--- src/rtl/srrs_pkg.sv ---
package srrs_pkg;

  localparam int DEPTH  = 16;
  localparam int ADDR_W = $clog2(DEPTH);
  localparam int CNT_W  = $clog2(DEPTH + 1);
  localparam int KEY_W  = 16;
  localparam int VAL_W  = 16;
  localparam int ENT_W  = KEY_W + VAL_W;

  typedef logic [1:0] op_t;
  localparam op_t OP_PUSH    = 2'd0;
  localparam op_t OP_ADVANCE = 2'd1;
  localparam op_t OP_SELECT  = 2'd2;

  typedef logic [2:0] status_t;
  localparam status_t ST_OK        = 3'd0;
  localparam status_t ST_DUPLICATE = 3'd1;
  localparam status_t ST_FULL      = 3'd2;
  localparam status_t ST_EMPTY     = 3'd3;
  localparam status_t ST_NOT_FOUND = 3'd4;

  typedef enum logic [3:0] {
    S_IDLE,
    S_SRCH_RD,
    S_SRCH_CMP,
    S_DECIDE,
    S_SHIFT_RD,
    S_SHIFT_WR,
    S_INSERT,
    S_CUR_RD,
    S_OUT
  } state_t;

endpackage

--- src/rtl/srrs_in_if.sv ---
interface srrs_in_if;
  logic                valid;
  logic                ready;
  logic [1:0]          op;
  logic signed [15:0]  request_key;
  logic [15:0]         request_value;

  modport source (output valid, op, request_key, request_value, input ready);
  modport sink   (input valid, op, request_key, request_value, output ready);
endinterface

--- src/rtl/srrs_out_if.sv ---
interface srrs_out_if;
  logic                valid;
  logic                ready;
  logic [2:0]          status;
  logic signed [15:0]  entry_key;
  logic [15:0]         entry_value;
  logic                current_valid;
  logic signed [15:0]  current_key;
  logic [15:0]         current_value;
  logic [4:0]          entry_count;

  modport source (output valid, status, entry_key, entry_value, current_valid,
                  current_key, current_value, entry_count, input ready);
  modport sink   (input valid, status, entry_key, entry_value, current_valid,
                  current_key, current_value, entry_count, output ready);
endinterface

--- src/rtl/sorted_round_robin_scheduler_unit.sv ---
// advance, unused codes and empty select go straight to reading the current entry;
// push and select scan from entry 0 while keys are below the request, stopping at the end,
// and an insert shifts the later entries up one place before writing the new entry
// throughput: one transaction at a time, the next accepted in the cycle the result is offered;
// table ram, registered read: a search step reads then compares, a shift step reads then writes
// reset: synchronous active-low rst_n empties the table and clears the pointer; ram not cleared
module sorted_round_robin_scheduler_unit (
  input  logic clk,
  input  logic rst_n,
  srrs_in_if.sink    in_if,
  srrs_out_if.source out_if
);
  import srrs_pkg::*;

  state_t              state_r, state_nxt;
  op_t                 op_r, op_nxt;
  logic [KEY_W-1:0]    key_r, key_nxt;
  logic [VAL_W-1:0]    val_r, val_nxt;
  logic [CNT_W-1:0]    count_r, count_nxt;
  logic [ADDR_W-1:0]   ptr_r, ptr_nxt;
  logic                pvalid_r, pvalid_nxt;
  logic [CNT_W-1:0]    idx_r, idx_nxt;
  logic [CNT_W-1:0]    sh_r, sh_nxt;
  logic                found_r, found_nxt;
  status_t             status_r, status_nxt;
  logic [KEY_W-1:0]    ek_r, ek_nxt;
  logic [VAL_W-1:0]    ev_r, ev_nxt;

  logic                ov_r, ov_nxt;
  status_t             o_status_r, o_status_nxt;
  logic [KEY_W-1:0]    o_ek_r, o_ek_nxt;
  logic [VAL_W-1:0]    o_ev_r, o_ev_nxt;
  logic                o_cv_r, o_cv_nxt;
  logic [KEY_W-1:0]    o_ck_r, o_ck_nxt;
  logic [VAL_W-1:0]    o_cval_r, o_cval_nxt;
  logic [CNT_W-1:0]    o_cnt_r, o_cnt_nxt;

  logic                ram_we, ram_re;
  logic [ADDR_W-1:0]   ram_waddr, ram_raddr;
  logic [ENT_W-1:0]    ram_wdata, ram_rdata;
  logic [KEY_W-1:0]    rd_key;
  logic [VAL_W-1:0]    rd_val;
  logic                accept, out_load, cur_ok;
  logic [CNT_W-1:0]    ptr_inc;

  srrs_ram #(.WIDTH(ENT_W), .DEPTH(DEPTH)) u_ram (
    .clk   (clk),
    .we    (ram_we),
    .waddr (ram_waddr),
    .wdata (ram_wdata),
    .re    (ram_re),
    .raddr (ram_raddr),
    .rdata (ram_rdata)
  );

  assign rd_key   = ram_rdata[ENT_W-1:VAL_W];
  assign rd_val   = ram_rdata[VAL_W-1:0];
  assign accept   = in_if.valid && in_if.ready;
  assign out_load = (state_r == S_OUT) && (!ov_r || out_if.ready);
  assign cur_ok   = pvalid_r && ({1'b0, ptr_r} < count_r);
  assign ptr_inc  = {1'b0, ptr_r} + CNT_W'(1);

  assign in_if.ready          = (state_r == S_IDLE);
  assign out_if.valid         = ov_r;
  assign out_if.status        = o_status_r;
  assign out_if.entry_key     = o_ek_r;
  assign out_if.entry_value   = o_ev_r;
  assign out_if.current_valid = o_cv_r;
  assign out_if.current_key   = o_ck_r;
  assign out_if.current_value = o_cval_r;
  assign out_if.entry_count   = o_cnt_r;

  // next state
  always_comb begin
    state_nxt = state_r;
    unique case (state_r)
      S_IDLE: begin
        if (accept) begin
          if ((in_if.op == OP_PUSH) ||
              ((in_if.op == OP_SELECT) && (count_r != '0))) begin
            state_nxt = S_SRCH_RD;
          end else begin
            state_nxt = S_CUR_RD;
          end
        end
      end
      S_SRCH_RD:  state_nxt = (idx_r == count_r) ? S_DECIDE : S_SRCH_CMP;
      S_SRCH_CMP: state_nxt = ($signed(rd_key) < $signed(key_r)) ? S_SRCH_RD : S_DECIDE;
      S_DECIDE: begin
        if ((op_r == OP_PUSH) && !found_r && (count_r != CNT_W'(DEPTH))) begin
          state_nxt = S_SHIFT_RD;
        end else begin
          state_nxt = S_CUR_RD;
        end
      end
      S_SHIFT_RD: state_nxt = (sh_r == idx_r) ? S_INSERT : S_SHIFT_WR;
      S_SHIFT_WR: state_nxt = S_SHIFT_RD;
      S_INSERT:   state_nxt = S_CUR_RD;
      S_CUR_RD:   state_nxt = S_OUT;
      S_OUT:      state_nxt = out_load ? S_IDLE : S_OUT;
      default:    state_nxt = S_IDLE;
    endcase
  end

  // datapath and table control
  always_comb begin
    op_nxt     = op_r;
    key_nxt    = key_r;
    val_nxt    = val_r;
    count_nxt  = count_r;
    ptr_nxt    = ptr_r;
    pvalid_nxt = pvalid_r;
    idx_nxt    = idx_r;
    sh_nxt     = sh_r;
    found_nxt  = found_r;
    status_nxt = status_r;
    ek_nxt     = ek_r;
    ev_nxt     = ev_r;
    ram_we     = 1'b0;
    ram_waddr  = sh_r[ADDR_W-1:0];
    ram_wdata  = ram_rdata;
    ram_re     = 1'b0;
    ram_raddr  = idx_r[ADDR_W-1:0];

    unique case (state_r)
      S_IDLE: begin
        if (accept) begin
          op_nxt     = in_if.op;
          key_nxt    = in_if.request_key;
          val_nxt    = in_if.request_value;
          idx_nxt    = '0;
          found_nxt  = 1'b0;
          status_nxt = ST_OK;
          ek_nxt     = '0;
          ev_nxt     = '0;
          if (((in_if.op == OP_ADVANCE) || (in_if.op == OP_SELECT)) && (count_r == '0)) begin
            status_nxt = ST_EMPTY;
          end else if (in_if.op == OP_ADVANCE) begin
            pvalid_nxt = 1'b1;
            if (!pvalid_r || (ptr_inc >= count_r)) begin
              ptr_nxt = '0;
            end else begin
              ptr_nxt = ptr_inc[ADDR_W-1:0];
            end
          end
        end
      end
      S_SRCH_RD: begin
        if (idx_r != count_r) begin
          ram_re = 1'b1;
        end
      end
      S_SRCH_CMP: begin
        if ($signed(rd_key) < $signed(key_r)) begin
          idx_nxt = idx_r + CNT_W'(1);
        end else if (rd_key == key_r) begin
          found_nxt = 1'b1;
          ek_nxt    = rd_key;
          ev_nxt    = rd_val;
        end
      end
      S_DECIDE: begin
        sh_nxt = count_r;
        if (op_r == OP_SELECT) begin
          ek_nxt = '0;
          ev_nxt = '0;
          if (found_r) begin
            ptr_nxt    = idx_r[ADDR_W-1:0];
            pvalid_nxt = 1'b1;
          end else begin
            status_nxt = ST_NOT_FOUND;
          end
        end else if (found_r) begin
          status_nxt = ST_DUPLICATE;
        end else if (count_r == CNT_W'(DEPTH)) begin
          status_nxt = ST_FULL;
        end
      end
      S_SHIFT_RD: begin
        if (sh_r != idx_r) begin
          ram_re    = 1'b1;
          ram_raddr = ADDR_W'(sh_r - CNT_W'(1));
        end
      end
      S_SHIFT_WR: begin
        ram_we = 1'b1;
        sh_nxt = sh_r - CNT_W'(1);
      end
      S_INSERT: begin
        ram_we    = 1'b1;
        ram_waddr = idx_r[ADDR_W-1:0];
        ram_wdata = {key_r, val_r};
        count_nxt = count_r + CNT_W'(1);
        ek_nxt    = key_r;
        ev_nxt    = val_r;
        if (pvalid_r && ({1'b0, ptr_r} >= idx_r)) begin
          ptr_nxt = ptr_r + ADDR_W'(1);
        end
      end
      S_CUR_RD: begin
        ram_re    = 1'b1;
        ram_raddr = ptr_r;
      end
      S_OUT: begin
      end
      default: begin
      end
    endcase
  end

  // output register
  always_comb begin
    ov_nxt       = ov_r && !out_if.ready;
    o_status_nxt = o_status_r;
    o_ek_nxt     = o_ek_r;
    o_ev_nxt     = o_ev_r;
    o_cv_nxt     = o_cv_r;
    o_ck_nxt     = o_ck_r;
    o_cval_nxt   = o_cval_r;
    o_cnt_nxt    = o_cnt_r;
    if (out_load) begin
      ov_nxt       = 1'b1;
      o_status_nxt = status_r;
      o_ek_nxt     = ek_r;
      o_ev_nxt     = ev_r;
      o_cv_nxt     = cur_ok;
      o_ck_nxt     = cur_ok ? rd_key : '0;
      o_cval_nxt   = cur_ok ? rd_val : '0;
      o_cnt_nxt    = count_r;
    end
  end

  always_ff @(posedge clk) begin
    if (!rst_n) begin
      state_r  <= S_IDLE;
      count_r  <= '0;
      ptr_r    <= '0;
      pvalid_r <= 1'b0;
      ov_r     <= 1'b0;
    end else begin
      state_r  <= state_nxt;
      count_r  <= count_nxt;
      ptr_r    <= ptr_nxt;
      pvalid_r <= pvalid_nxt;
      ov_r     <= ov_nxt;
    end
  end

  always_ff @(posedge clk) begin
    op_r       <= op_nxt;
    key_r      <= key_nxt;
    val_r      <= val_nxt;
    idx_r      <= idx_nxt;
    sh_r       <= sh_nxt;
    found_r    <= found_nxt;
    status_r   <= status_nxt;
    ek_r       <= ek_nxt;
    ev_r       <= ev_nxt;
    o_status_r <= o_status_nxt;
    o_ek_r     <= o_ek_nxt;
    o_ev_r     <= o_ev_nxt;
    o_cv_r     <= o_cv_nxt;
    o_ck_r     <= o_ck_nxt;
    o_cval_r   <= o_cval_nxt;
    o_cnt_r    <= o_cnt_nxt;
  end

endmodule

--- src/rtl/srrs_ram.sv ---
module srrs_ram #(
  parameter int WIDTH = 32,
  parameter int DEPTH = 16
) (
  input  logic                     clk,
  input  logic                     we,
  input  logic [$clog2(DEPTH)-1:0] waddr,
  input  logic [WIDTH-1:0]         wdata,
  input  logic                     re,
  input  logic [$clog2(DEPTH)-1:0] raddr,
  output logic [WIDTH-1:0]         rdata
);
  logic [WIDTH-1:0] mem [DEPTH];

  always_ff @(posedge clk) begin
    if (we) begin
      mem[waddr] <= wdata;
    end
    if (re) begin
      rdata <= mem[raddr];
    end
  end
endmodule
--- src/flat_wrapper.sv ---
// flat-port wrapper written by rule: the top's interface ports become plain ports
module sorted_round_robin_scheduler_unit_flat import srrs_pkg::*;
  (clk, rst_n, in_if_valid, in_if_op, in_if_request_key, in_if_request_value, in_if_ready, out_if_valid, out_if_status, out_if_entry_key, out_if_entry_value, out_if_current_valid, out_if_current_key, out_if_current_value, out_if_entry_count, out_if_ready);
  srrs_in_if in_if_i ();
  srrs_out_if out_if_i ();
  input  logic clk;
  input  logic rst_n;
  input wire logic [$bits(in_if_i.valid)-1:0] in_if_valid;
  input wire logic [$bits(in_if_i.op)-1:0] in_if_op;
  input wire logic [$bits(in_if_i.request_key)-1:0] in_if_request_key;
  input wire logic [$bits(in_if_i.request_value)-1:0] in_if_request_value;
  output wire logic [$bits(in_if_i.ready)-1:0] in_if_ready;
  output wire logic [$bits(out_if_i.valid)-1:0] out_if_valid;
  output wire logic [$bits(out_if_i.status)-1:0] out_if_status;
  output wire logic [$bits(out_if_i.entry_key)-1:0] out_if_entry_key;
  output wire logic [$bits(out_if_i.entry_value)-1:0] out_if_entry_value;
  output wire logic [$bits(out_if_i.current_valid)-1:0] out_if_current_valid;
  output wire logic [$bits(out_if_i.current_key)-1:0] out_if_current_key;
  output wire logic [$bits(out_if_i.current_value)-1:0] out_if_current_value;
  output wire logic [$bits(out_if_i.entry_count)-1:0] out_if_entry_count;
  input wire logic [$bits(out_if_i.ready)-1:0] out_if_ready;
  assign in_if_i.valid = in_if_valid;
  assign in_if_i.op = in_if_op;
  assign in_if_i.request_key = in_if_request_key;
  assign in_if_i.request_value = in_if_request_value;
  assign in_if_ready = in_if_i.ready;
  assign out_if_valid = out_if_i.valid;
  assign out_if_status = out_if_i.status;
  assign out_if_entry_key = out_if_i.entry_key;
  assign out_if_entry_value = out_if_i.entry_value;
  assign out_if_current_valid = out_if_i.current_valid;
  assign out_if_current_key = out_if_i.current_key;
  assign out_if_current_value = out_if_i.current_value;
  assign out_if_entry_count = out_if_i.entry_count;
  assign out_if_i.ready = out_if_ready;
  sorted_round_robin_scheduler_unit u_core (.clk(clk), .rst_n(rst_n), .in_if(in_if_i), .out_if(out_if_i));
endmodule
--- config.mk ---
export PLATFORM = sky130hd
export DESIGN_NAME = sorted_round_robin_scheduler_unit_flat
export DESIGN_NICKNAME = d
export VERILOG_FILES = /design/src/rtl/srrs_pkg.sv /design/src/rtl/srrs_in_if.sv /design/src/rtl/srrs_out_if.sv /design/src/rtl/sorted_round_robin_scheduler_unit.sv /design/src/rtl/srrs_ram.sv /design/src/flat_wrapper.sv
export SDC_FILE = /design/constraint.sdc
export NUM_CORES = 1
export LEC_CHECK = 0
export ABC_CLOCK_PERIOD_IN_PS = 4100
export BUFFER_PORTS_ARGS = -buffer_cell sky130_fd_sc_hd__buf_2
export CORE_MARGIN = 2
export CORE_UTILIZATION = 55
export CTS_CLUSTER_SIZE = 30
export DETAILED_ROUTE_END_ITERATION = 6
export HOLD_SLACK_MARGIN = 0.1
export PLACE_DENSITY = 0.75
export REMOVE_ABC_BUFFERS = 1
export SYNTH_ARGS = -nofsm -noshare
export SYNTH_HDL_FRONTEND = slang
export SYNTH_SLANG_ARGS = --single-unit
--- constraint.sdc ---
create_clock -name clk -period 4.1 [get_ports clk]
set_input_delay 0.615 -clock clk [delete_from_list [all_inputs] [get_ports clk]]
set_output_delay 0.615 -clock clk [all_outputs]
set_load 0.01 [all_outputs]
[Word-level counts from Yosys, hierarchy flattened]
Memory sizes are Yosys's and may differ from the RTL's. A register that Yosys moved wholly into a read port is not among the register bits.
Cells that the tools add are included.
Word-level totals
  flip-flop bits (word level): 168
  RAM bits: 512
  input bits: 38
  memories: 1
Cells by class
  eq/ne operators: 29
  reduce and logical (&&, ||, !) cells: 35
  $add $sub $neg: 5
  multiplexer cells: 56
  order comparisons: 4
Memories
  u_core.u_ram.mem: words 16, bits a word 32, read ports 1, clocked after Yosys merged registers in 1, wr ports 1, RTL line srrs_ram.sv:13  | logic [WIDTH-1:0] mem [DEPTH];
Operator list (number)
  one-hot mux 16 bit (4 select lines): 2
  two-way mux 16 bit: 6
  two-way mux 4 bit: 11
  one-hot mux 4 bit (9 select lines): 1
  two-way mux 32 bit: 1
  one-hot mux 5 bit (2 select lines): 2
  two-way mux 3 bit: 6
  == test 16 bit: 1
  == test 4 x 3 -> 1 bit (second input constant): 4
  less-than comparator 16 bit: 1
  two-way mux 1 bit: 15
  one-hot mux 4 bit (3 select lines): 1
  adder 5 x 1 -> 5 bit (second input constant): 2
  == test 5 bit: 2
  two-way mux 5 bit: 2
  inequality test 2 x 1 -> 1 bit (second input constant): 5
  inequality test 5 bit: 2
  logical AND 1 bit: 9
  == test 4 x 2 -> 1 bit (second input constant): 2
  two-way mux 2 bit: 4
  inequality test 2 bit (second input constant): 4
  one-hot mux 4 bit (2 select lines): 1
  AND reduction 4 bit: 2
  AND reduction 7 bit: 1
  31 further kinds: 42

[Depth between registers and ports, before layout]
Gate-level depths: netlist of run 1.
  word-level depth: 8
  gate-level depth with buffers: 11

[By module]
From an unflattened synthesis of run 1, not the netlist that was laid out.
Unflattened totals
  cell total of the unflattened synthesis: 1504
  area total of the unflattened synthesis: 27993.1 µm²
Modules (own cells, without submodules)
  srrs_ram: cells an instance 838, times used 1, area each 20155.6 µm²
  sorted_round_robin_scheduler_unit: cells an instance 666, times used 1, area each 7837.5 µm²

[Least setup slack after synthesis of run 1]
No wires, ideal clock.
  kind: flip-flop to flip-flop
  from: register u_core.state_r[0]
  to: register u_core.o_ck_r[0], in the netlist u_core.out_if.current_key[0], enable pin
  slack: -0.338 ns
  period minus slack after synthesis: 4.438 ns
  arrival time: 3.933 ns
  library setup time: 0.504 ns
  required time: 3.596 ns
  stages on the path, launching flop included: 5
  path buffers: 1
  cells stage by stage: dfxtp_1 -> clkbuf_1 -> nor3_1 -> nand2_1 -> nor2_1
Between the ends
  longest elaborated chain between the ends: 2
RTL lines
  from (decl): RTL line sorted_round_robin_scheduler_unit.sv:15  | state_t state_r, state_nxt;
  from (signal assigned): RTL line sorted_round_robin_scheduler_unit.sv:241  | state_r <= state_nxt;
  == test 4 bit: RTL line sorted_round_robin_scheduler_unit.sv:59  | assign out_load = (state_r == S_OUT) && (!ov_r || out_if.ready);
  logical AND 1 bit: RTL line sorted_round_robin_scheduler_unit.sv:59
  via u_core.out_load: RTL line sorted_round_robin_scheduler_unit.sv:43  | logic accept, out_load, cur_ok;
  to (signal assigned): RTL line sorted_round_robin_scheduler_unit.sv:263  | o_ck_r <= o_ck_nxt;
  to (decl): RTL line sorted_round_robin_scheduler_unit.sv:34  | logic [KEY_W-1:0] o_ck_r, o_ck_nxt;
The timed path passes the listed nets, and every way through them passes these cells.
A chain may end at the register's enable or synchronous reset.

[Worst setup path after layout of run 1]
  from: register u_core.sh_r[3]
  to: register u_core.u_ram.rdata[3] (read register of u_core.u_ram.mem) (data pin)
Between the ends
  longest elaborated chain between the ends: 3
RTL lines
  from (decl): RTL line sorted_round_robin_scheduler_unit.sv:23  | logic [CNT_W-1:0] sh_r, sh_nxt;
  from (signal assigned): RTL line sorted_round_robin_scheduler_unit.sv:254  | sh_r <= sh_nxt;
  subtractor 5 x 1 -> 5 bit or inequality test 5 bit (tied branches): RTL line sorted_round_robin_scheduler_unit.sv:182, sorted_round_robin_scheduler_unit.sv:180
  two-way mux 4 bit or two-way mux 1 bit (tied branches): RTL line sorted_round_robin_scheduler_unit.sv:180  | if (sh_r != idx_r) begin
  one-hot mux 4 bit (2 select lines) or one-hot mux 1 bit (3 select lines) (tied branches): RTL line sorted_round_robin_scheduler_unit.sv:125  | unique case (state_r)
  to (decl): RTL line srrs_ram.sv:11  | output logic [WIDTH-1:0] rdata
Parallel ways exist; a longest one is shown, timed or not.

==> results of run 1 <==
==> worst max-delay path, delay by kind of cell, from the launching register on <==
| family | cells | cell delay (ns) |
|---|---|---|
| multiplexers | 1 | 0.28 |
| flip-flops | 1 | 0.47 |
| buffers and inverters | 1 | 0.52 |
| AO/OA/AOI/OAI | 3 | 0.99 |
| XOR/XNOR | 1 | 0.30 |
| AND/OR/NAND/NOR | 2 | 0.80 |
==> area by class of cell <==
cell class,count,area (sq um),area share (%)
clock inverter,41,374,1.16
clock buffer,89,1890,5.85
tap,672,841,2.61
inverter,37,139,0.430
multi-input combinational,883,6560,20.3
sequential,712,21200,65.8
timing repair buffer,179,1240,3.83
==> synth_stat cells, drive strengths merged, types with 4 or more instances <==
cell type  count
a211oi         4
a21o           7
a21oi         26
a31oi          7
and2          38
and3           7
buf           59
clkbuf        24
dfxtp         15
edfxtp       697
ha            37
inv           36
mux2i        256
nand2        138
nand2b         7
nand3         12
nand4          5
nor2          50
nor2b          7
nor3          10
o21a           8
o21ai         47
o22ai        132
or4           32
xnor2         17
xor2           6
==> metrics by stage <==
step	area, sq um	setup TNS, ns	worst slack [ns]	util (%)
floorplan	27800	-483.17	-14.24	-
global placement	30000	0	0.613	59.6
detailed placement	30000	0	0.516	59.6
CTS	32300	0	0.475	64.0
global route	32300	0	0.263	64.1
finish	32300	0	0.415	64.1
==> cell families (layout without fill, tap and decap cells) <==
kind of cell,Yosys count,count (layout)
adders and majority gates,37,37
AOI/OAI and AO/OA,252,252
xor gates and xnor gates,23,23
DFF,712,712
and+or+nand+nor,314,314
muxes,257,257
buffers and inverters,120,346
==> layer usage <==
metal / up-vias / global-route usage [%] / routed length, microns
met3: 121 / 4.63 / 5930
met2: 803 / 39.7 / 31400
met1: 7966 / 34.2 / 26700
li1: 7001 / - / -
met4: 0 / 8.37 / 1910
met5: - / 0 / 0
==> flip-flops by register name, indices dropped and copies added, names as in the netlist, 16 cells and up <==
register	count
u_core.ev_r	16
u_core.out_if.entry_key	16
u_core.ek_r	16
u_core.val_r	16
u_core.out_if.current_key	16
u_core.out_if.entry_value	16
u_core.out_if.current_value	16
u_core.u_ram.rdata	32
u_core.u_ram.mem	512
u_core.key_r	16
==> power groups by stage <==
stage	registers (mW)	logic, mW	clock network (mW)
3_3_place_gp	10.5	7.28	0
5_1_grt	10.5	8.17	6.68
6_report	10.4	7.68	6.34
3_5_place_dp	10.6	7.55	0
2_1_floorplan	10.4	5.41	0
4_1_cts	10.4	7.59	6.42
==> how the worst max path moves through the flow <==
stage	to	slack, ns
2_1_floorplan	u_core.u_ram.rdata[0]$_DFFE_PP_	-14.24
3_3_place_gp	u_core.u_ram.rdata[12]$_DFFE_PP_	0.61
3_5_place_dp	u_core.u_ram.rdata[4]$_DFFE_PP_	0.52
4_1_cts	u_core.u_ram.rdata[6]$_DFFE_PP_	0.47
5_1_grt	u_core.u_ram.rdata[8]$_DFFE_PP_	0.26
6_report	u_core.u_ram.rdata[3]$_DFFE_PP_	0.41
==> results.py, run 1 <==
metrics = {
    "outcome": {
        "outcome": "completed",
    },
    "routing": {
        "drtIter0Drc": 1917,
        "final_antenna_net_count": 0,
        "drt_pass1_iterations": 6,
        "via_count": 15900,
        "wl_per_cell_microns": 25.2,
        "drc": 0,
        "drt-total-wl_mm": 66.0,
        "viasPerCell": 6.08,
    },
    "clocking": {
        "insertion_delay_ns": 0.61,
        "postCtsSetupBuffers": 0,
        "clk_pin_slew_ns": 0.06,
        "cts-root-buf": "clkbuf_16",
        "clockBufferDepth": 3,
        "hold_buffers": 0,
        "numCtsBuffers": 72,
        "cts_tree": "yes",
        "htree_levels": 3,
        "ctsResizeCount": 0,
        "clock-sinks": 712,
    },
    "grt": {
        "grt_pass1_wl_mm": 95.9,
        "grt_max_degree": 77,
        "gr-usage-all-layers_pct": 24.7,
        "grt_pass1_vias": 15300,
        "antenna_found_initial": 2,
        "grt-ovfl-total": 0,
    },
    "synthesis": {
        "synthSimpleGateAreaFrac_pct": 5.47,
        "synth_top_family_by_area": "multiplexers",
        "yosys.area_share.adder_pct": 1.64,
        "synth_mux_area_share_pct": 9.13,
        "yosysWarnings": 0,
        "synthTopCellsByArea": "edfxtp_1 (74%), mux2i_1 (9.1%), o22ai_1 (2.9%)",
        "synth_cell_types": 62,
        "netlist_instances": 1715,
        "netlist_area_sq_um": 28200,
        "netlist.top_cell.by_area": "edfxtp_1",
        "syn_avg_cell_area_sq_um": 16.4,
        "synth_edf_count": 697,
        "ys_ff_latch": 712,
        "postSynth.asyncResetShare_pct": 0,
        "synth_ff_type": "edfxtp_1",
        "synth_xor_area_share_pct": 0.715,
        "ys_seq_area_share_pct": 75.3,
        "synth_top_area_share_pct": 74.3,
        "synth-compound-area-share_pct": 5.72,
    },
    "job": {
        "maxCapViolCount": 0,
    },
    "power_and_ir_drop": {
        "pwr-share-seq_pct": 42.6,
        "p_clk_share_pct": 25.9,
        "p_comb_share_pct": 31.4,
        "ir_worst_vdd_mv": 0.590,
        "switching_share_pct": 32.8,
        "p_int_mw": 16.4,
        "p_switching_mw": 8.01,
        "total_power_mw": 24.4,
        "p_leak_nw": 11.4,
        "power_density_nw_per_um2": 757,
    },
    "critical_path": {
        "critPathLaunch": "u_core.sh_r[3]$_DFFE_PP_",
        "crit_chain": "xnor2_1, and3_4, a21oi_2, o31ai_4, buf_12, mux2i_1, o22ai_1, or4_1",
        "slowest_stage": "o31ai_4",
        "path_max_fanout": 76,
        "arrival_ns": 4.02,
        "r2r-start": "u_core.sh_r[3]$_DFFE_PP_",
        "ff2ff_path_depth": 8,
        "startpoint_type": "flip-flop",
        "critPathMaxStageDelay_ns": 0.76,
        "worst-setup-path-type": "flip-flop to flip-flop",
        "crit-reg2reg-capture": "u_core.u_ram.rdata[3]$_DFFE_PP_",
        "rrSetupSlack_ns": 0.41,
        "cp.required_ns": 4.43,
        "end_kind": "flip-flop",
    },
    "sta": {
        "rsz0062_at_grt": "false",
        "maxSlewHeadroom_pct": 8.26,
        "max_clock_freq_ghz": 0.271,
        "worst_pin_slew_ns": 1.36,
        "holdWs_ns": 0.179,
        "period_share_pct": 89.9,
        "setup_violations": 0,
        "report.final.slew_viol_count": 0,
        "fin_crit_ns": 3.69,
        "final_hold_viol_count": 0,
        "fin_skew_ns": 0.0249,
    },
    "placement": {
        "portBuffers": 112,
        "gp_congestion": 0.855,
        "dp_hpwl_mm": 35.9,
        "dp_cells": 2482,
    },
    "layout": {
        "nFillCells": 3436,
        "instances_no_fill": 2613,
        "drive_above_1_share_pct": 16.4,
        "antenna_cells": 0,
        "final_cell_mix": "edfxtp_1 (697), mux2i_1 (256), nand2_1 (135)",
        "final_common_cell": "edfxtp_1",
        "area_growth_pct": 14.5,
        "num-nets-final": 1960,
    },
    "worst_hold_path": {
        "min_to": "u_core.key_r[9]$_DFFE_PP_",
        "hp-class": "input port to flip-flop",
        "min_path_cells": 1,
        "min-delay-start": "in_if_request_key[9]",
    },
    "floorplan": {
        "start_util_pct": 56.0,
        "io_pins": 113,
        "fp-row-count": 82,
        "dieArea_sq_um": 53100,
        "die_y_microns": 230,
        "core_sq_um": 50400,
        "die_w_microns": 230,
    },
}
(Power assumes the default switching activity.)
==> run 2: changes to the inputs <==
--- a/config.mk
+++ b/config.mk
@@ -5,7 +5,7 @@
 export SDC_FILE = /design/constraint.sdc
 export NUM_CORES = 1
 export LEC_CHECK = 0
-export ABC_CLOCK_PERIOD_IN_PS = 4100
+export ABC_CLOCK_PERIOD_IN_PS = 3100
 export BUFFER_PORTS_ARGS = -buffer_cell sky130_fd_sc_hd__buf_2
 export CORE_MARGIN = 2
 export CORE_UTILIZATION = 55
==> constraint.sdc (replaced) <==
create_clock -name clk -period 3.1 [get_ports clk]
set_input_delay 0.465 -clock clk [delete_from_list [all_inputs] [get_ports clk]]
set_output_delay 0.465 -clock clk [all_outputs]
set_load 0.01 [all_outputs]
==> run 2 against run 1 <==
  * First-iteration DRC count decreased by 15%
  * Highest routed layer unchanged
  * Cell area is 3.5% higher
  * Largest power group unchanged
  * Combinational power is 47% higher
  * Largest cell class unchanged
  * Sequential power is 33% higher
==> results.py, run 2 (synthesized netlist as in run 1, its figures left out) <==
metrics = {
    "sta": {
        "rsz0062_at_grt": "true",
        "final_hold_viol_count": 0,
        "maxSlewHeadroom_pct": 32.8,
        "setup_violations": 0,
        "report.final.slew_viol_count": 0,
        "max_clock_freq_ghz": 0.326,
        "fin_skew_ns": 0.0299,
        "worst_pin_slew_ns": 1.00,
        "fin_crit_ns": 3.07,
        "period_share_pct": 99.0,
        "layout_setup_ws_ns": 0.0319,
    },
    "critical_path": {
        "end_kind": "flip-flop",
        "worst-setup-path-type": "flip-flop to flip-flop",
        "startpoint_type": "flip-flop",
        "path_max_fanout": 19,
        "arrival_ns": 3.41,
        "cp.required_ns": 3.45,
    },
    "routing": {
        "drc": 0,
        "drt_pass1_iterations": 6,
        "drt-total-wl_mm": 67.2,
        "wl_per_cell_microns": 25.1,
        "drtIter0Drc": 1638,
        "via_count": 16200,
        "viasPerCell": 6.05,
        "final_antenna_net_count": 0,
    },
    "grt": {
        "grt-ovfl-total": 0,
        "grt_pass1_vias": 16100,
        "gr-usage-all-layers_pct": 25.2,
        "grt_max_degree": 60,
        "grt_pass1_wl_mm": 98.4,
        "antenna_found_initial": 1,
    },
    "layout": {
        "final_cell_mix": "edfxtp_1 (697), mux2i_1 (250), nand2_1 (135)",
        "final_common_cell": "edfxtp_1",
        "area_growth_pct": 18.5,
        "nFillCells": 3325,
        "top_regs": "u_core.u_ram.mem (512), u_core.u_ram.rdata (32)",
        "seqCellArea_sq_um": 21200,
        "regMostFlops": "u_core.u_ram.mem",
        "antenna_cells": 0,
        "drive_above_1_share_pct": 17.8,
        "largest_reg_flops": 512,
        "multiInputGateArea_sq_um": 6620,
        "num-nets-final": 2023,
    },
    "floorplan": {
        "die_y_microns": 230,
        "core_sq_um": 50400,
        "io_pins": 113,
        "fp-row-count": 82,
        "dieArea_sq_um": 53100,
        "die_w_microns": 230,
        "start_util_pct": 56.0,
    },
    "placement": {
        "dp_hpwl_mm": 35.6,
        "gp_congestion": 0.904,
        "portBuffers": 112,
        "pre_cts_ws_ns": 0.0251,
    },
    "job": {
        "maxCapViolCount": 0,
    },
    "clocking": {
        "numCtsBuffers": 73,
        "clock-sinks": 712,
        "clk_pin_slew_ns": 0.06,
        "insertion_delay_ns": 0.61,
        "cts-root-buf": "clkbuf_16",
        "clockBufferDepth": 3,
        "cts_tree": "yes",
        "htree_levels": 3,
    },
    "power_and_ir_drop": {
        "p_leak_nw": 11.9,
        "total_power_mw": 33.6,
        "power_density_nw_per_um2": 1010,
        "ir_worst_vdd_mv": 0.793,
    },
    "worst_hold_path": {
        "hp-class": "input port to flip-flop",
    },
    "outcome": {
        "outcome": "completed",
    },
}
==> run 2: changes by cell type in the layout (fill, tap and decap cells not counted), sizes merged <==
| cell | change |
|---|---|
| dlygate4sd3 | +34 |
| buf | +23 |
| clkbuf | +4 |
| clkinv | +3 |
| clkinvlp | -2 |
| bufinv | +1 |
| inv | -1 |
==> run 2: metrics by stage <==
stage / utilization, % / cells / TNS, ns / hold WS (ns) / cell area, sq um
after global routing: 66.3 / 2675 / -0.229 / 0.239 / 33400
after global placement: 60.5 / 2504 / 0 / 0.401 / 30500
after detailed placement: 60.5 / 2504 / 0 / 0.405 / 30500
final: 66.3 / 2675 / 0 / 0.230 / 33400
after CTS: 65.8 / 2669 / 0 / 0.208 / 33200
after floorplan: - / 1632 / -1113.14 / 0.400 / 27800
==> run 2: worst max-delay path, stage by stage, from the launching register on <==
cell       delay [ns]
edfxtp_1         0.44
xnor2_2          0.19
and3_4           0.21
a21o_4           0.24
a2bb2oi_2        0.15
o31ai_4          0.09
buf_12           0.18
buf_12           0.20
buf_12           0.19
mux2i_2          0.26
o22ai_1          0.12
or4_1            0.51
==> run 2: repair_timing <==
item | 4_1_cts | 5_1_grt
setup buffers | 1 | 1
resized for setup | 0 | 19
endpoints found under the setup margin | 3 | 57
pin swaps | 1 | 2
hold buffers | 34 | 0
hold endpoints to repair | 34 | 0
cloned | 0 | 4
==> run 2: metal layers <==
layer	GRT usage, %	routed length, microns
met1	33.8	27100
met2	40.9	32200
met3	5.00	5790
met4	10.4	2200
met5	0	0
==> run 2: path summary, 6_finish.rpt <==
| check | to | cells after the start | slack, ns | startpoint |
|---|---|---|---|---|
| setup / recovery | u_core.u_ram.rdata[1]$_DFFE_PP_ | 11 | 0.03 | u_core.sh_r[3]$_DFFE_PP_ |
| hold / removal | u_core.pvalid_r$_SDFFE_PN0P_ | 2 | 0.23 | rst_n |
| setup reg to reg | u_core.u_ram.rdata[1]$_DFFE_PP_ | 11 | 0.03 | u_core.sh_r[3]$_DFFE_PP_ |
| hold reg to reg | u_core.out_if.entry_key[2]$_DFFE_PP_ | 0 | 0.42 | u_core.ek_r[2]$_DFFE_PP_ |
==> run 2: layout make-up <==
| class | count | share of cell area [%] |
|---|---|---|
| Inverter | 37 | 0.416 |
| Tap cell | 672 | 2.52 |
| Clock buffer | 88 | 5.70 |
| Clock inverter | 42 | 1.27 |
| Sequential cell | 712 | 63.6 |
| Multi-Input combinational cell | 883 | 19.8 |
| Timing Repair Buffer | 241 | 6.68 |
==> run 2: where the power goes <==
group          switching [mW]  internal (mW)  total [mW]
clock                    3.57           4.99        8.56
sequential              0.546           13.2        13.8
combinational            6.75           4.50        11.3
==> run 3: changes to the inputs <==
--- a/config.mk
+++ b/config.mk
@@ -5,14 +5,14 @@
 export SDC_FILE = /design/constraint.sdc
 export NUM_CORES = 1
 export LEC_CHECK = 0
-export ABC_CLOCK_PERIOD_IN_PS = 3100
+export ABC_CLOCK_PERIOD_IN_PS = 3400
 export BUFFER_PORTS_ARGS = -buffer_cell sky130_fd_sc_hd__buf_2
 export CORE_MARGIN = 2
 export CORE_UTILIZATION = 55
 export CTS_CLUSTER_SIZE = 30
 export DETAILED_ROUTE_END_ITERATION = 6
 export HOLD_SLACK_MARGIN = 0.1
-export PLACE_DENSITY = 0.75
+export PLACE_DENSITY = 0.72
 export REMOVE_ABC_BUFFERS = 1
 export SYNTH_ARGS = -nofsm -noshare
 export SYNTH_HDL_FRONTEND = slang
==> constraint.sdc (replaced) <==
create_clock -name clk -period 3.4 [get_ports clk]
set_input_delay 0.51 -clock clk [delete_from_list [all_inputs] [get_ports clk]]
set_output_delay 0.51 -clock clk [all_outputs]
set_load 0.01 [all_outputs]
==> run 3 against run 2 <==
  * Die area stayed put
  * Worst hold slack better by 0.029 ns
  * Total power is 11% lower
  * Clock power is 9.7% lower
  * Utilization is 0.86 points lower
  * Largest power group unchanged
  * Register-to-register slack better by 0.13 ns
  * Clock-buffer cell count is 8 higher
  * First-iteration DRC count is 13% higher
  * Wire length is 0.61% lower
  * Final cell count is 0.79% lower
  * Cell area is 1.3% lower
  * Critical path depth is 2 lower
==> results.py, run 3 (synthesized netlist as in run 1, its figures left out) <==
metrics = {
    "outcome": {
        "outcome": "completed",
    },
    "clocking": {
        "clock-sinks": 712,
        "clockBufferDepth": 3,
        "htree_levels": 3,
        "cts_tree": "yes",
        "cts-root-buf": "clkbuf_16",
        "postCtsSetupBuffers": 0,
        "numCtsBuffers": 72,
        "clk_pin_slew_ns": 0.06,
        "insertion_delay_ns": 0.61,
    },
    "power_and_ir_drop": {
        "p_int_mw": 20.2,
        "p_switching_mw": 9.75,
        "pwr-share-seq_pct": 42.0,
        "p_comb_share_pct": 32.2,
        "p_leak_nw": 11.7,
        "switching_share_pct": 32.5,
        "p_clk_share_pct": 25.8,
        "ir_worst_vdd_mv": 0.681,
        "total_power_mw": 30.0,
        "power_density_nw_per_um2": 909,
    },
    "sta": {
        "layout_setup_ws_ns": 0.164,
        "max_clock_freq_ghz": 0.309,
        "rsz0062_at_grt": "false",
        "holdWs_ns": 0.259,
        "report.final.slew_viol_count": 0,
        "maxSlewHeadroom_pct": 24.6,
        "setup_violations": 0,
        "fin_crit_ns": 3.24,
        "worst_pin_slew_ns": 1.13,
        "period_share_pct": 95.2,
        "fin_skew_ns": 0.0140,
        "final_hold_viol_count": 0,
    },
    "critical_path": {
        "startpoint_type": "flip-flop",
        "end_kind": "flip-flop",
        "crit-reg2reg-capture": "u_core.u_ram.rdata[0]$_DFFE_PP_",
        "path_max_fanout": 32,
        "ff2ff_path_depth": 9,
        "arrival_ns": 3.57,
        "r2r-start": "u_core.state_r[1]$_SDFFE_PN0N_",
        "cp.required_ns": 3.73,
        "worst-setup-path-type": "flip-flop to flip-flop",
        "rrSetupSlack_ns": 0.16,
    },
    "routing": {
        "drc": 0,
        "via_count": 15900,
        "drtIter0Drc": 1853,
        "drt_pass1_iterations": 7,
        "wl_per_cell_microns": 25.2,
        "drt-total-wl_mm": 66.8,
        "viasPerCell": 6.00,
        "final_antenna_net_count": 0,
    },
    "floorplan": {
        "core_sq_um": 50400,
        "fp-row-count": 82,
        "die_w_microns": 230,
        "start_util_pct": 56.0,
        "dieArea_sq_um": 53100,
        "io_pins": 113,
        "die_y_microns": 230,
    },
    "layout": {
        "antenna_cells": 0,
        "area_growth_pct": 16.9,
        "drive_above_1_share_pct": 16.3,
        "final_cell_mix": "edfxtp_1 (697), mux2i_1 (256), nand2_1 (135)",
        "largest_reg_flops": 512,
        "multiInputGateArea_sq_um": 6570,
        "final_common_cell": "edfxtp_1",
        "nFillCells": 3373,
        "regMostFlops": "u_core.u_ram.mem",
        "top_regs": "u_core.u_ram.mem (512), u_core.u_ram.rdata (32)",
        "seqCellArea_sq_um": 21200,
        "num-nets-final": 2002,
    },
    "placement": {
        "gp_congestion": 0.885,
        "dp_hpwl_mm": 36.6,
        "portBuffers": 112,
        "pre_cts_ws_ns": 0.214,
    },
    "grt": {
        "gr-usage-all-layers_pct": 25.3,
        "grt_max_degree": 68,
        "grt-ovfl-total": 0,
        "grt_pass1_vias": 15800,
        "grt_pass1_wl_mm": 98.3,
        "antenna_found_initial": 0,
    },
    "worst_hold_path": {
        "min-delay-start": "rst_n",
        "min_path_cells": 2,
        "hp-class": "input port to flip-flop",
        "min_to": "u_core.pvalid_r$_SDFFE_PN0P_",
    },
    "job": {
        "maxCapViolCount": 0,
    },
}
[run 3: cell count changes in the layout (fill, tap and decap cells not counted), sizes merged]
| cell | delta |
|---|---|
| clkbuf | +3 |
| buf | -15 |
| bufinv | -2 |
| clkinv | -6 |
| inv | -1 |
[run 3: worst max-delay path by stage]
stage	startpoint	to	slack, ns	cells past startpoint
3_5_place_dp	u_core.state_r[2]$_SDFFE_PN0N_	u_core.u_ram.rdata[2]$_DFFE_PP_	0.21	10
6_report	u_core.state_r[1]$_SDFFE_PN0N_	u_core.u_ram.rdata[0]$_DFFE_PP_	0.16	9
5_1_grt	u_core.state_r[1]$_SDFFE_PN0N_	u_core.u_ram.rdata[13]$_DFFE_PP_	0.004	9
4_1_cts	u_core.state_r[2]$_SDFFE_PN0N_	u_core.u_ram.rdata[2]$_DFFE_PP_	0.12	10
2_1_floorplan	u_core.idx_r[0]$_SDFFCE_PN0P_	u_core.u_ram.rdata[0]$_DFFE_PP_	-14.94	7
3_3_place_gp	u_core.state_r[2]$_SDFFE_PN0N_	u_core.u_ram.rdata[0]$_DFFE_PP_	0.27	9
[run 3: area by class of cell]
type	instances	share of cell area, %
Sequential cell	712	64.4
Multi-Input combinational cell	883	19.9
Clock buffer	96	6.06
Timing Repair Buffer	221	5.73
Tap cell	672	2.55
Clock inverter	33	0.900
Inverter	37	0.421
[run 3: power by group through the flow]
stage	Combinational, mW	Clock [mW]	Sequential (mW)
after floorplan	6.00	0	12.6
after global placement	9.24	0	12.7
after detailed placement	9.49	0	12.7
after CTS	9.58	7.81	12.6
after global routing	10.3	8.14	12.6
final	9.66	7.73	12.6
[run 3: repair_timing]
| action | in CTS | in global routing |
|---|---|---|
| gates resized for setup | 0 | 1 |
| endpoints found under the hold margin | 34 | 0 |
| setup endpoints to repair | 0 | 1 |
| hold buffers | 34 | 0 |
[run 3: critical path: stages, from the launching register on]
cell	delay, ns
dfxtp_1	0.56
inv_1	0.24
nor2_1	0.30
a311oi_2	0.12
o221ai_1	0.48
nor2_1	0.10
nand2_1	0.14
buf_12	0.28
o22ai_1	0.13
or4_1	0.57
[run 3: per-layer routing]
layer  GRT usage, %  wire length, microns  share of wire [%]
met5              0                     0                  0
met4           8.71                  1630                2.4
met3           4.36                  5420                8.1
met2           41.1                 32300                 48
met1           34.9                 27500                 41
[run 3: per-stage QoR]
| stage | setup TNS (ns) | cells | util, % | area (sq um) |
|---|---|---|---|---|
| finish | 0 | 2654 | 65.4 | 33000 |
| global route | 0 | 2654 | 65.4 | 33000 |
| CTS | 0 | 2654 | 65.4 | 33000 |
| detailed placement | 0 | 2491 | 60.2 | 30300 |
| global placement | 0 | 2491 | 60.2 | 30300 |
| floorplan | -918.14 | 1632 | - | 27800 |
